## src/hw/rtl/drfr_pkg.sv

```systemverilog
`timescale 1ns / 1ps
`default_nettype none
// ----------------------------------------------------------------------------
// drfr_pkg
// Shared types and constants of the delimited frame receiver: phase codes,
// marker characters, status codes and the payload length limits.
// ----------------------------------------------------------------------------
package drfr_pkg;

  localparam int unsigned DataW   = 8;
  localparam int unsigned LenW    = 12;
  localparam int unsigned StatusW = 2;
  localparam int unsigned ApbAddrW = 3;
  localparam int unsigned ApbDataW = 32;

  // Longest frame the receiver honors; larger settings are clamped to this.
  localparam logic [LenW-1:0] MaxFrameBytes    = 12'd2048;
  localparam logic [LenW-1:0] PayloadLenReset  = 12'd1024;

  localparam logic [DataW-1:0] ChBang = 8'h21;  // '!'
  localparam logic [DataW-1:0] ChAmp  = 8'h26;  // '&'
  localparam logic [DataW-1:0] ChHash = 8'h23;  // '#'

  localparam logic [StatusW-1:0] StatusOk        = 2'd0;
  localparam logic [StatusW-1:0] StatusBadTrail1 = 2'd1;
  localparam logic [StatusW-1:0] StatusBadTrail2 = 2'd2;

  // Register index carried by paddr[2].
  localparam logic RegPayloadLength = 1'b0;

  typedef enum logic [2:0] {
    PH_HUNT1  = 3'd0,
    PH_HUNT2  = 3'd1,
    PH_DATA   = 3'd2,
    PH_TRAIL1 = 3'd3,
    PH_TRAIL2 = 3'd4
  } phase_e;

endpackage
`default_nettype wire

```

## src/hw/rtl/delimited_frame_receiver.sv

```systemverilog
`timescale 1ns / 1ps
`default_nettype none
// ----------------------------------------------------------------------------
// delimited_frame_receiver
// Byte-serial deframer for frames of the form "!&" <payload> "!#".
//
// Usage:
//   - Input channel (in_valid_i / in_ready_o / in_byte_i): one link byte per
//     request. Start marks and trailer '!' produce no result.
//   - Output channel (out_valid_o / out_ready_i): one result per payload byte
//     (is_end_o = 0) and one end-of-frame result (is_end_o = 1) carrying
//     frame_status_o: ok, bad first trailer byte or bad second trailer byte.
//   - APB port: register 0 at byte address 0 is payload_length (12 bits,
//     reset 1024, clamped to 2048). Write it only while the block is idle.
//   - Latency: a result shows in the cycle after acceptance unless stalled.
//   - Throughput: one byte per cycle while the skid register is empty; the
//     parse state and the byte counter update in the accepting cycle.
//   - Stall: results sit in an output register backed by a one-entry skid
//     register; the input keeps flowing while the consumer stalls until the
//     skid register fills, then in_ready_o drops.
//   - Reset: asynchronous, active low; hunt for a start mark, count cleared,
//     both result registers empty, payload_length back to 1024.
// ----------------------------------------------------------------------------
module delimited_frame_receiver (
  input  wire logic                              clk_i,
  input  wire logic                              rst_ni,
  // input byte channel
  input  wire logic                              in_valid_i,
  output      logic                              in_ready_o,
  input  wire logic [drfr_pkg::DataW-1:0]        in_byte_i,
  // result channel
  output      logic                              out_valid_o,
  input  wire logic                              out_ready_i,
  output      logic [drfr_pkg::DataW-1:0]        out_data_o,
  output      logic                              is_end_o,
  output      logic [drfr_pkg::StatusW-1:0]      frame_status_o,
  // configuration port
  input  wire logic                              psel,
  input  wire logic                              penable,
  input  wire logic                              pwrite,
  input  wire logic [drfr_pkg::ApbAddrW-1:0]     paddr,
  input  wire logic [drfr_pkg::ApbDataW-1:0]     pwdata,
  output      logic [drfr_pkg::ApbDataW-1:0]     prdata,
  output      logic                              pready
);

  // --------------------------------------------------------------------------
  // Configuration register
  // --------------------------------------------------------------------------
  logic [drfr_pkg::LenW-1:0] len_q, len_d;
  logic                      cfg_wr;

  assign pready = 1'b1;
  assign cfg_wr = psel && penable && pwrite && pready
                  && (paddr[2] == drfr_pkg::RegPayloadLength);

  always_comb begin
    len_d = len_q;
    if (cfg_wr) begin
      len_d = pwdata[drfr_pkg::LenW-1:0];
    end
  end

  always_comb begin
    prdata = '0;
    if (paddr[2] == drfr_pkg::RegPayloadLength) begin
      prdata = {{(drfr_pkg::ApbDataW-drfr_pkg::LenW){1'b0}}, len_q};
    end
  end

  always_ff @(posedge clk_i or negedge rst_ni) begin
    if (!rst_ni) begin
      len_q <= drfr_pkg::PayloadLenReset;
    end else begin
      len_q <= len_d;
    end
  end

  // Clamp the programmed length to the frame limit.
  logic [drfr_pkg::LenW-1:0] eff_len;
  assign eff_len = (len_q > drfr_pkg::MaxFrameBytes) ? drfr_pkg::MaxFrameBytes : len_q;

  // --------------------------------------------------------------------------
  // Parse state
  // --------------------------------------------------------------------------
  drfr_pkg::phase_e          phase_q, phase_d;
  logic [drfr_pkg::LenW-1:0] count_q, count_d;
  logic [drfr_pkg::LenW-1:0] count_inc;
  logic                      in_fire;

  // Result produced by the accepted byte this cycle.
  logic                           res_valid;
  logic [drfr_pkg::DataW-1:0]     res_data;
  logic                           res_end;
  logic [drfr_pkg::StatusW-1:0]   res_status;

  assign in_fire   = in_valid_i && in_ready_o;
  assign count_inc = count_q + 12'd1;

  always_comb begin
    phase_d    = phase_q;
    count_d    = count_q;
    res_valid  = 1'b0;
    res_data   = '0;
    res_end    = 1'b0;
    res_status = drfr_pkg::StatusOk;
    if (in_fire) begin
      case (phase_q)
        drfr_pkg::PH_HUNT2: begin
          // A wrong second start byte drops back without being rechecked.
          if (in_byte_i == drfr_pkg::ChAmp) begin
            count_d = '0;
            phase_d = (eff_len == '0) ? drfr_pkg::PH_TRAIL1 : drfr_pkg::PH_DATA;
          end else begin
            phase_d = drfr_pkg::PH_HUNT1;
          end
        end
        drfr_pkg::PH_DATA: begin
          count_d   = count_inc;
          res_valid = 1'b1;
          res_data  = in_byte_i;
          if (count_inc >= eff_len) begin
            phase_d = drfr_pkg::PH_TRAIL1;
          end
        end
        drfr_pkg::PH_TRAIL1: begin
          if (in_byte_i == drfr_pkg::ChBang) begin
            phase_d = drfr_pkg::PH_TRAIL2;
          end else begin
            phase_d    = drfr_pkg::PH_HUNT1;
            count_d    = '0;
            res_valid  = 1'b1;
            res_end    = 1'b1;
            res_status = drfr_pkg::StatusBadTrail1;
          end
        end
        drfr_pkg::PH_TRAIL2: begin
          phase_d    = drfr_pkg::PH_HUNT1;
          count_d    = '0;
          res_valid  = 1'b1;
          res_end    = 1'b1;
          res_status = (in_byte_i == drfr_pkg::ChHash) ? drfr_pkg::StatusOk
                                                       : drfr_pkg::StatusBadTrail2;
        end
        default: begin
          // Hunting; unused phase codes hunt as well.
          phase_d = (in_byte_i == drfr_pkg::ChBang) ? drfr_pkg::PH_HUNT2
                                                    : drfr_pkg::PH_HUNT1;
        end
      endcase
    end
  end

  always_ff @(posedge clk_i or negedge rst_ni) begin
    if (!rst_ni) begin
      phase_q <= drfr_pkg::PH_HUNT1;
      count_q <= '0;
    end else begin
      phase_q <= phase_d;
      count_q <= count_d;
    end
  end

  // --------------------------------------------------------------------------
  // Output register with one-entry skid register
  // --------------------------------------------------------------------------
  logic                         out_valid_q, out_valid_d;
  logic [drfr_pkg::DataW-1:0]   out_data_q, out_data_d;
  logic                         out_end_q, out_end_d;
  logic [drfr_pkg::StatusW-1:0] out_status_q, out_status_d;

  logic                         skid_valid_q, skid_valid_d;
  logic [drfr_pkg::DataW-1:0]   skid_data_q, skid_data_d;
  logic                         skid_end_q, skid_end_d;
  logic [drfr_pkg::StatusW-1:0] skid_status_q, skid_status_d;

  logic out_fire;

  // Hold the input off only while the skid register is occupied.
  assign in_ready_o = !skid_valid_q;
  assign out_fire   = out_valid_q && out_ready_i;

  always_comb begin
    out_valid_d   = out_valid_q;
    out_data_d    = out_data_q;
    out_end_d     = out_end_q;
    out_status_d  = out_status_q;
    skid_valid_d  = skid_valid_q;
    skid_data_d   = skid_data_q;
    skid_end_d    = skid_end_q;
    skid_status_d = skid_status_q;
    if (skid_valid_q) begin
      // No new request can arrive; advance the skid entry when drained.
      if (out_fire) begin
        out_data_d   = skid_data_q;
        out_end_d    = skid_end_q;
        out_status_d = skid_status_q;
        skid_valid_d = 1'b0;
      end
    end else if (res_valid) begin
      if (!out_valid_q || out_fire) begin
        out_valid_d  = 1'b1;
        out_data_d   = res_data;
        out_end_d    = res_end;
        out_status_d = res_status;
      end else begin
        skid_valid_d  = 1'b1;
        skid_data_d   = res_data;
        skid_end_d    = res_end;
        skid_status_d = res_status;
      end
    end else if (out_fire) begin
      out_valid_d = 1'b0;
    end
  end

  always_ff @(posedge clk_i or negedge rst_ni) begin
    if (!rst_ni) begin
      out_valid_q  <= 1'b0;
      skid_valid_q <= 1'b0;
    end else begin
      out_valid_q  <= out_valid_d;
      skid_valid_q <= skid_valid_d;
    end
  end

  always_ff @(posedge clk_i) begin
    out_data_q    <= out_data_d;
    out_end_q     <= out_end_d;
    out_status_q  <= out_status_d;
    skid_data_q   <= skid_data_d;
    skid_end_q    <= skid_end_d;
    skid_status_q <= skid_status_d;
  end

  assign out_valid_o    = out_valid_q;
  assign out_data_o     = out_data_q;
  assign is_end_o       = out_end_q;
  assign frame_status_o = out_status_q;

endmodule
`default_nettype wire

```

## config.mk

```make
export PLATFORM = sky130hd
export DESIGN_NAME = delimited_frame_receiver
export DESIGN_NICKNAME = d
export VERILOG_FILES = /design/src/hw/rtl/drfr_pkg.sv /design/src/hw/rtl/delimited_frame_receiver.sv
export SDC_FILE = /design/constraint.sdc
export NUM_CORES = 1
export LEC_CHECK = 0
export BUFFER_PORTS_ARGS = -buffer_cell sky130_fd_sc_hd__buf_2
export CAP_MARGIN = 0
export CORE_AREA = 2 2 80 82
export CTS_CLUSTER_SIZE = 14
export DETAILED_ROUTE_END_ITERATION = 10
export DIE_AREA = 0 0 82 84
export HOLD_SLACK_MARGIN = 0.08
export PLACE_DENSITY = 0.86
export SLEW_MARGIN = 20
export SYNTH_ARGS = -nofsm -noshare
export SYNTH_HDL_FRONTEND = slang
export SYNTH_SLANG_ARGS = --single-unit
```

## constraint.sdc

```tcl
create_clock -name clk_i -period 2.9 [get_ports clk_i]
set_input_delay 0.435 -clock clk_i [delete_from_list [all_inputs] [get_ports clk_i]]
set_output_delay 0.435 -clock clk_i [all_outputs]
set_load 0.005 [all_outputs]
```

==> results of run 1 <==
==> cell families (layout without fill, tap and decap cells) <==
kind of cell,count (synthesis),after routing,share of synthesized area
xor+xnor,11,11,0.0327
simple gates,93,93,0.177
flops,51,51,0.471
buf+inv,40,78,0.0836
compound gates,54,54,0.129
mux,13,13,0.0497
fa+ha+maj,13,13,0.0552
other cells,2,21,0.00255
==> layout by cell type (no fill, tap or decap), drive strengths merged, types with 2 or more instances in the layout <==
master | Yosys | final
mux2 | 13 | 13
o21ai | 9 | 9
or4 | 2 | 2
and2 | 10 | 10
nor2b | 15 | 15
a21o | 12 | 12
a211oi | 3 | 3
a31oi | 6 | 6
edfxtp | 22 | 22
dfrtp | 28 | 28
clkinv | 0 | 2
a41oi | 2 | 2
buf | 26 | 64
ha | 13 | 13
conb | 2 | 21
nand3 | 6 | 6
a21oi | 10 | 10
inv | 6 | 6
xnor2 | 6 | 6
xor2 | 5 | 5
clkbuf | 8 | 5
a22o | 5 | 5
and3 | 4 | 4
nand2 | 23 | 23
nand2b | 6 | 6
nor3 | 5 | 5
nor2 | 12 | 12
nand4b | 2 | 2
nor4 | 4 | 4
==> sequential cells by signal, indices dropped and copies added, names as in the netlist <==
signal          cells
count_q            12
len_q              12
out_data_o          8
skid_data_q         8
phase_q             3
frame_status_o      2
skid_status_q       2
is_end_o            1
out_valid_o         1
skid_end_q          1
skid_valid_q        1
==> metrics by stage <==
| step | hold slack (ns) | instance area, um^2 | setup TNS, ns |
|---|---|---|---|
| floorplan | 0.139 | 3020 | 0 |
| global placement | 0.494 | 3200 | 0 |
| detailed placement | 0.504 | 3200 | 0 |
| CTS | 0.168 | 3310 | 0 |
| global route | 0.196 | 3400 | -0.252 |
| finish | 0.152 | 3400 | 0 |
==> Yosys cell counts, types with 2 or more instances <==
cell / number / area [um^2]
a211oi_1: 2 / 15.0
a21o_1: 11 / 82.6
a21oi_1: 10 / 50.1
a22o_2: 5 / 50.1
a31oi_1: 6 / 37.5
a41oi_1: 2 / 17.5
and2_1: 9 / 56.3
and3_1: 4 / 25.0
buf_2: 2 / 10.0
buf_4: 21 / 158
buf_6: 2 / 22.5
clkbuf_1: 8 / 30.0
conb_1: 2 / 7.51
dfrtp_1: 28 / 701
edfxtp_1: 22 / 661
ha_1: 13 / 163
inv_1: 6 / 22.5
mux2_2: 13 / 146
nand2_1: 23 / 86.3
nand2b_1: 6 / 37.5
nand3_1: 6 / 30.0
nand4b_1: 2 / 17.5
nor2_1: 11 / 41.3
nor2b_1: 15 / 93.8
nor3_1: 4 / 20.0
nor4_1: 4 / 25.0
o21ai_0: 9 / 45.0
or4_4: 2 / 22.5
xnor2_1: 6 / 52.6
xor2_1: 5 / 43.8
==> area by class of cell <==
cell class | count | area (um^2) | share of cell area
well taps | 77 | 96.3 | 0.0283
clock inverters | 3 | 38.8 | 0.0114
repair buffers | 64 | 350 | 0.103
inverters | 6 | 22.5 | 0.00662
multi-input cells | 205 | 1440 | 0.423
flip-flops and latches | 51 | 1390 | 0.408
clock buffers | 5 | 68.8 | 0.0202
==> per-layer routing <==
| metal | up-vias | part of all wire | track usage |
|---|---|---|---|
| li1 | 1063 | - | - |
| met5 | - | 0 | 0 |
| met3 | 11 | 0.053 | 0.0379 |
| met1 | 1055 | 0.40 | 0.213 |
| met4 | 0 | 0.019 | 0.0364 |
| met2 | 69 | 0.53 | 0.307 |
==> worst max-delay path: stages (launching register included) <==
cell and delay, ns:
dfrtp_1 0.42, and3_4 0.20, nand4_1 0.15, buf_4 0.18
nor2_2 0.13, xor2_1 0.23, ha_1 0.29, o21ai_1 0.13
o2111ai_2 0.20, a2111oi_4 0.39, a211oi_2 0.15, mux2_2 0.29
==> worst paths after layout <==
kind                                 from             to  slack (ns)
min in group clk_i            out_ready_i   skid_valid_q        0.34
hold / removal                     rst_ni       len_q[5]        0.15
max in group asynchronous          rst_ni    out_valid_o        2.31
setup reg to reg               count_q[4]     phase_q[2]        0.01
setup / recovery               count_q[4]     phase_q[2]        0.01
hold reg to reg            skid_data_q[7]  out_data_o[7]        0.53
==> power by group through the flow <==
stage / clock (uW) / sequential [uW] / combinational, uW
global route: 514 / 842 / 274
CTS: 491 / 833 / 228
global placement: 0 / 846 / 217
finish: 487 / 833 / 237
detailed placement: 0 / 848 / 226
floorplan: 0 / 832 / 170
==> timing repair <==
item                                    4_1_cts  5_1_grt
endpoints found under the setup margin        0        2
buffers inserted                              0        5
resized for setup                             0       13
==> impl_metrics.csv, run 1 <==
group,metric,value,unit
yosys,synth.yosys.seq_area_share,0.471,
yosys,ys_seq_elements,51,
finish,fillers,531,
timing,relSlewSlack,0.319,
status,status,"complete, no violations",
grt,grt_max_degree,30,
placed_design,post-place-cells,398,
floorplanning,fp.dieW,82,um
clock_tree,clock-sinks,51,
power,powerDensity,457,mW/mm^2
worst_setup_path,cp_max_fo,3,
clock_tree,root_buffer,"clkbuf_8",
yosys,syn_area,0.00295,mm^2
drt,routed_wl,5.91,mm
clock_tree,cts_tree,"done",
grt,antenna_found_initial,0,
floorplanning,die_h,84,um
timing,fmax,346,MHz
grt,grt_overflow_total,0,
finish,final_nets,396,
power,p_int,1160,uW
clock_tree,insertion_delay,0.31,ns
worst_setup_path,cp-end-kind,"register",
floorplanning,start_util,0.483,
floorplanning,core_area,0.00610,mm^2
finish,areaGrowthSynthToFinish,15.5,%
finish,fin_cells,411,
flow_run,drv_cap,0,
timing,drv_slew,0,
worst_setup_path,rr_worst_depth,11,
yosys,synthArstFlopShare,0.569,
power,p_sw,395,uW
finish,drive_above_1_share,0.329,
placed_design,pre_cts_slack,0.0919,ns
timing,worstMarginPinSlew,1.02,ns
finish,utilization,0.558,
clock_tree,cts.reportedPaths.clkPinSlew,0.10,ns
timing,layout_setup_ws,0.0132,ns
worst_setup_path,startpoint_type,"register",
worst_setup_path,critPathArrivalTime,3.07,ns
yosys,syn_avg_cell_area,10.6,um^2
drt,num_vias,2198,
finish,n_antenna_cell,0,
clock_tree,ctsLongestPathBuffers,2,
yosys,synth_ff_type,"dfrtp_1",
timing,setup_violations,0,
grt,grt_pass1_vias,2091,
grt,grtUsageTotal,0.173,
clock_tree,cts_hold_buf,0,
placed_design,place.gp.congestion,0.783,
timing,fin_crit_sh,0.995,
worst_hold_path,hold_class,"input pin to async pin",
power,p_clk_frac,0.313,
drt,wl_per_cell,14.4,um
yosys,synth-warning-count,0,
placed_design,hpwl,4.22,mm
floorplanning,std_cell_rows,29,
yosys,synth_edf_count,22,
drt,routed_via_density,5.35,
worst_setup_path,required,3.09,ns
power,total_power,1560,uW
worst_setup_path,critPathKind,"register to register",
placed_design,portBuffers,52,
timing,finalCriticalPeriod,2.89,ns
power,p_leak,0.00160,uW
clock_tree,htreeDepth,2,
power,comb_power_share,0.153,
grt,grt_pass1_wl,9.46,mm
power,seqPwrFrac,0.535,
timing,hold_viol,0,
floorplanning,num_io_pins,96,
yosys,yosys.cell_types.count,48,
yosys,synthCells,277,
floorplanning,die-area,0.00689,mm^2
clock_tree,cts_buffers,5,
power,peakVddDrop,331,uV
power,switching_share,0.254,
drt,firstDrtPassIters,4,
drt,drc,0,
drt,drt_iter0_markers,87,
timing,clock-skew-final,0.0127,ns
drt,ant_nets,0,
No activity file was read; power rests on OpenSTA's default activity.
==> run 2, diff against run 1 <==
--- a/config.mk
+++ b/config.mk
@@ -12,7 +12,8 @@
 export DETAILED_ROUTE_END_ITERATION = 10
 export DIE_AREA = 0 0 82 84
 export HOLD_SLACK_MARGIN = 0.08
-export PLACE_DENSITY = 0.86
+export PLACE_DENSITY = 0.78
+export RECOVER_POWER = 100
 export SLEW_MARGIN = 20
 export SYNTH_ARGS = -nofsm -noshare
 export SYNTH_HDL_FRONTEND = slang
==> run 2 against run 1 <==
The flow now finishes with violations (max-capacitance violations, max-slew violations). Clock-buffer cell count did not move. Non-clock buffer count stayed put. First-iteration DRC count fell by 18%. Sequential cell count unchanged. Clock power is 17% lower. Register-to-register slack improved by 0.11 ns. Clock skew is 0.0077 ns lower. Sequential share of layout area grew 0.61 points. Die area unchanged. Highest routed layer unchanged.
==> impl_metrics.csv, run 2 (same netlist as run 1, synthesis figures left out) <==
group,metric,value,unit
drt,routed_wl,5.64,mm
timing,finalCriticalPeriod,2.77,ns
timing,fin_crit_sh,0.956,
worst_setup_path,critPathArrivalTime,2.97,ns
worst_setup_path,startpoint_type,"register",
finish,final_nets,396,
power,p_leak,0.00153,uW
finish,seq_area,0.00139,mm^2
finish,layout_common_cells,"buf_2 (30), dfrtp_1 (28), nand2_1 (23), edfxtp_1 (22), conb_1 (21)",
grt,grt_max_degree,30,
drt,wl_per_cell,13.7,um
clock_tree,cts_tree,"done",
grt,grt_pass1_vias,1962,
power,peakVddDrop,279,uV
timing,relSlewSlack,-0.0276,
timing,clock-skew-final,0.00500,ns
worst_setup_path,cp-end-kind,"register",
finish,layout_commonest_cell,"buf_2",
clock_tree,cts_buffers,5,
status,violations,"max-capacitance violations, max-slew violations",
power,p_int,1070,uW
clock_tree,clock-sinks,51,
timing,setup_violations,0,
floorplanning,fp.dieW,82,um
clock_tree,cts_hold_buf,0,
drt,routed_via_density,5.20,
timing,fin_setup_tns,0,ns
worst_setup_path,required,3.10,ns
clock_tree,root_buffer,"clkbuf_8",
grt,grt_overflow_total,0,
timing,fmax,361,MHz
grt,antenna_found_initial,0,
worst_setup_path,r2r_slack,0.13,ns
drt,num_vias,2139,
floorplanning,die_h,84,um
power,p_sw,395,uW
worst_setup_path,cp_max_fo,3,
placed_design,portBuffers,52,
floorplanning,core_area,0.00610,mm^2
worst_setup_path,critPathKind,"register to register",
clock_tree,htreeDepth,2,
grt,grt_pass1_wl,8.93,mm
floorplanning,std_cell_rows,29,
worst_hold_path,hold_class,"input pin to register",
timing,drv_slew,30,
floorplanning,start_util,0.483,
drt,drt_iter0_markers,71,
finish,reg_top3,"count_q x12, len_q x12",
power,switching_share,0.270,
power,powerDensity,435,mW/mm^2
timing,hold_viol,0,
drt,firstDrtPassIters,4,
drt,drc,0,
placed_design,hpwl,4.07,mm
flow_run,drv_cap,1,
status,status,"finished with violations",
floorplanning,num_io_pins,96,
placed_design,place.gp.congestion,0.753,
floorplanning,die-area,0.00689,mm^2
power,p_clk_frac,0.276,
finish,areaGrowthSynthToFinish,13.8,%
finish,multiInputGateArea,0.00144,mm^2
power,comb_power_share,0.156,
clock_tree,cts.reportedPaths.clkPinSlew,0.09,ns
power,seqPwrFrac,0.568,
finish,drive_above_1_share,0.266,
drt,ant_nets,0,
finish,n_antenna_cell,0,
grt,grtUsageTotal,0.164,
clock_tree,insertion_delay,0.31,ns
clock_tree,ctsLongestPathBuffers,2,
finish,fillers,538,
power,total_power,1460,uW
timing,worstMarginPinSlew,1.54,ns
-- run 2: changes by cell type in the layout (fill, tap and decap cells not counted), sizes merged --
cell,delta
buf,-23
clkbuf,+23
bufinv,-1
clkinvlp,+1
-- run 2: worst max-delay path, stage by stage, from the launching register on --
cell,delay [ns]
dfrtp_1,0.40
and3_4,0.20
nand4_1,0.13
buf_4,0.20
nor2_4,0.12
xor2_2,0.19
ha_1,0.28
o21ai_1,0.12
o2111ai_2,0.20
a2111oi_4,0.37
a211oi_2,0.14
mux2_4,0.31
-- run 2: path summary, 6_finish.rpt --
| check | from | end | cells past startpoint |
|---|---|---|---|
| max | count_q[3] | phase_q[2] | 11 |
| min | out_ready_i | skid_valid_q | 2 |
| max reg2reg | count_q[3] | phase_q[2] | 11 |
| min reg2reg | skid_data_q[5] | out_data_o[5] | 1 |
| max in group asynchronous | rst_ni | phase_q[2] | 1 |
| min in group asynchronous | rst_ni | len_q[11] | 1 |
-- run 2: power groups by stage --
stage / Sequential, uW / Clock [uW] / Combinational [uW]
5_1_grt: 838 / 444 / 257
3_5_place_dp: 845 / 0 / 226
6_report: 830 / 403 / 228
3_3_place_gp: 845 / 0 / 218
4_1_cts: 830 / 412 / 227
2_1_floorplan: 832 / 0 / 170
-- run 2: what timing repair did --
item | 4_1_cts | 5_1_grt
setup endpoints to repair | 0 | 2
resized for setup | 0 | 15
setup buffers | 0 | 5
-- run 2: cell type report --
type	instances	share of cell area
sequential	51	0.414
tap	77	0.0287
timing repair buffer	64	0.0970
clock inverter	3	0.00448
multi-input combinational	205	0.429
clock buffer	5	0.0205
inverter	6	0.00671
-- run 2: stage by stage --
step	util	hold slack, ns	instances	worst slack (ns)	area (um^2)
after floorplan	-	0.139	296	0.227	3020
after global placement	0.525	0.494	398	0.153	3200
after detailed placement	0.525	0.496	398	0.121	3200
after CTS	0.539	0.153	406	0.0952	3290
after global routing	0.550	0.341	411	-0.0643	3350
final	0.550	0.318	411	0.128	3350
-- run 2: per-layer routing --
| layer | vias to the layer above | wire length [um] | GRT usage |
|---|---|---|---|
| li1 | 1053 | - | - |
| met3 | 5 | 252 | 0.0368 |
| met4 | 0 | 64 | 0.0394 |
| met1 | 1027 | 2470 | 0.210 |
| met2 | 54 | 2860 | 0.279 |
| met5 | - | 0 | 0 |
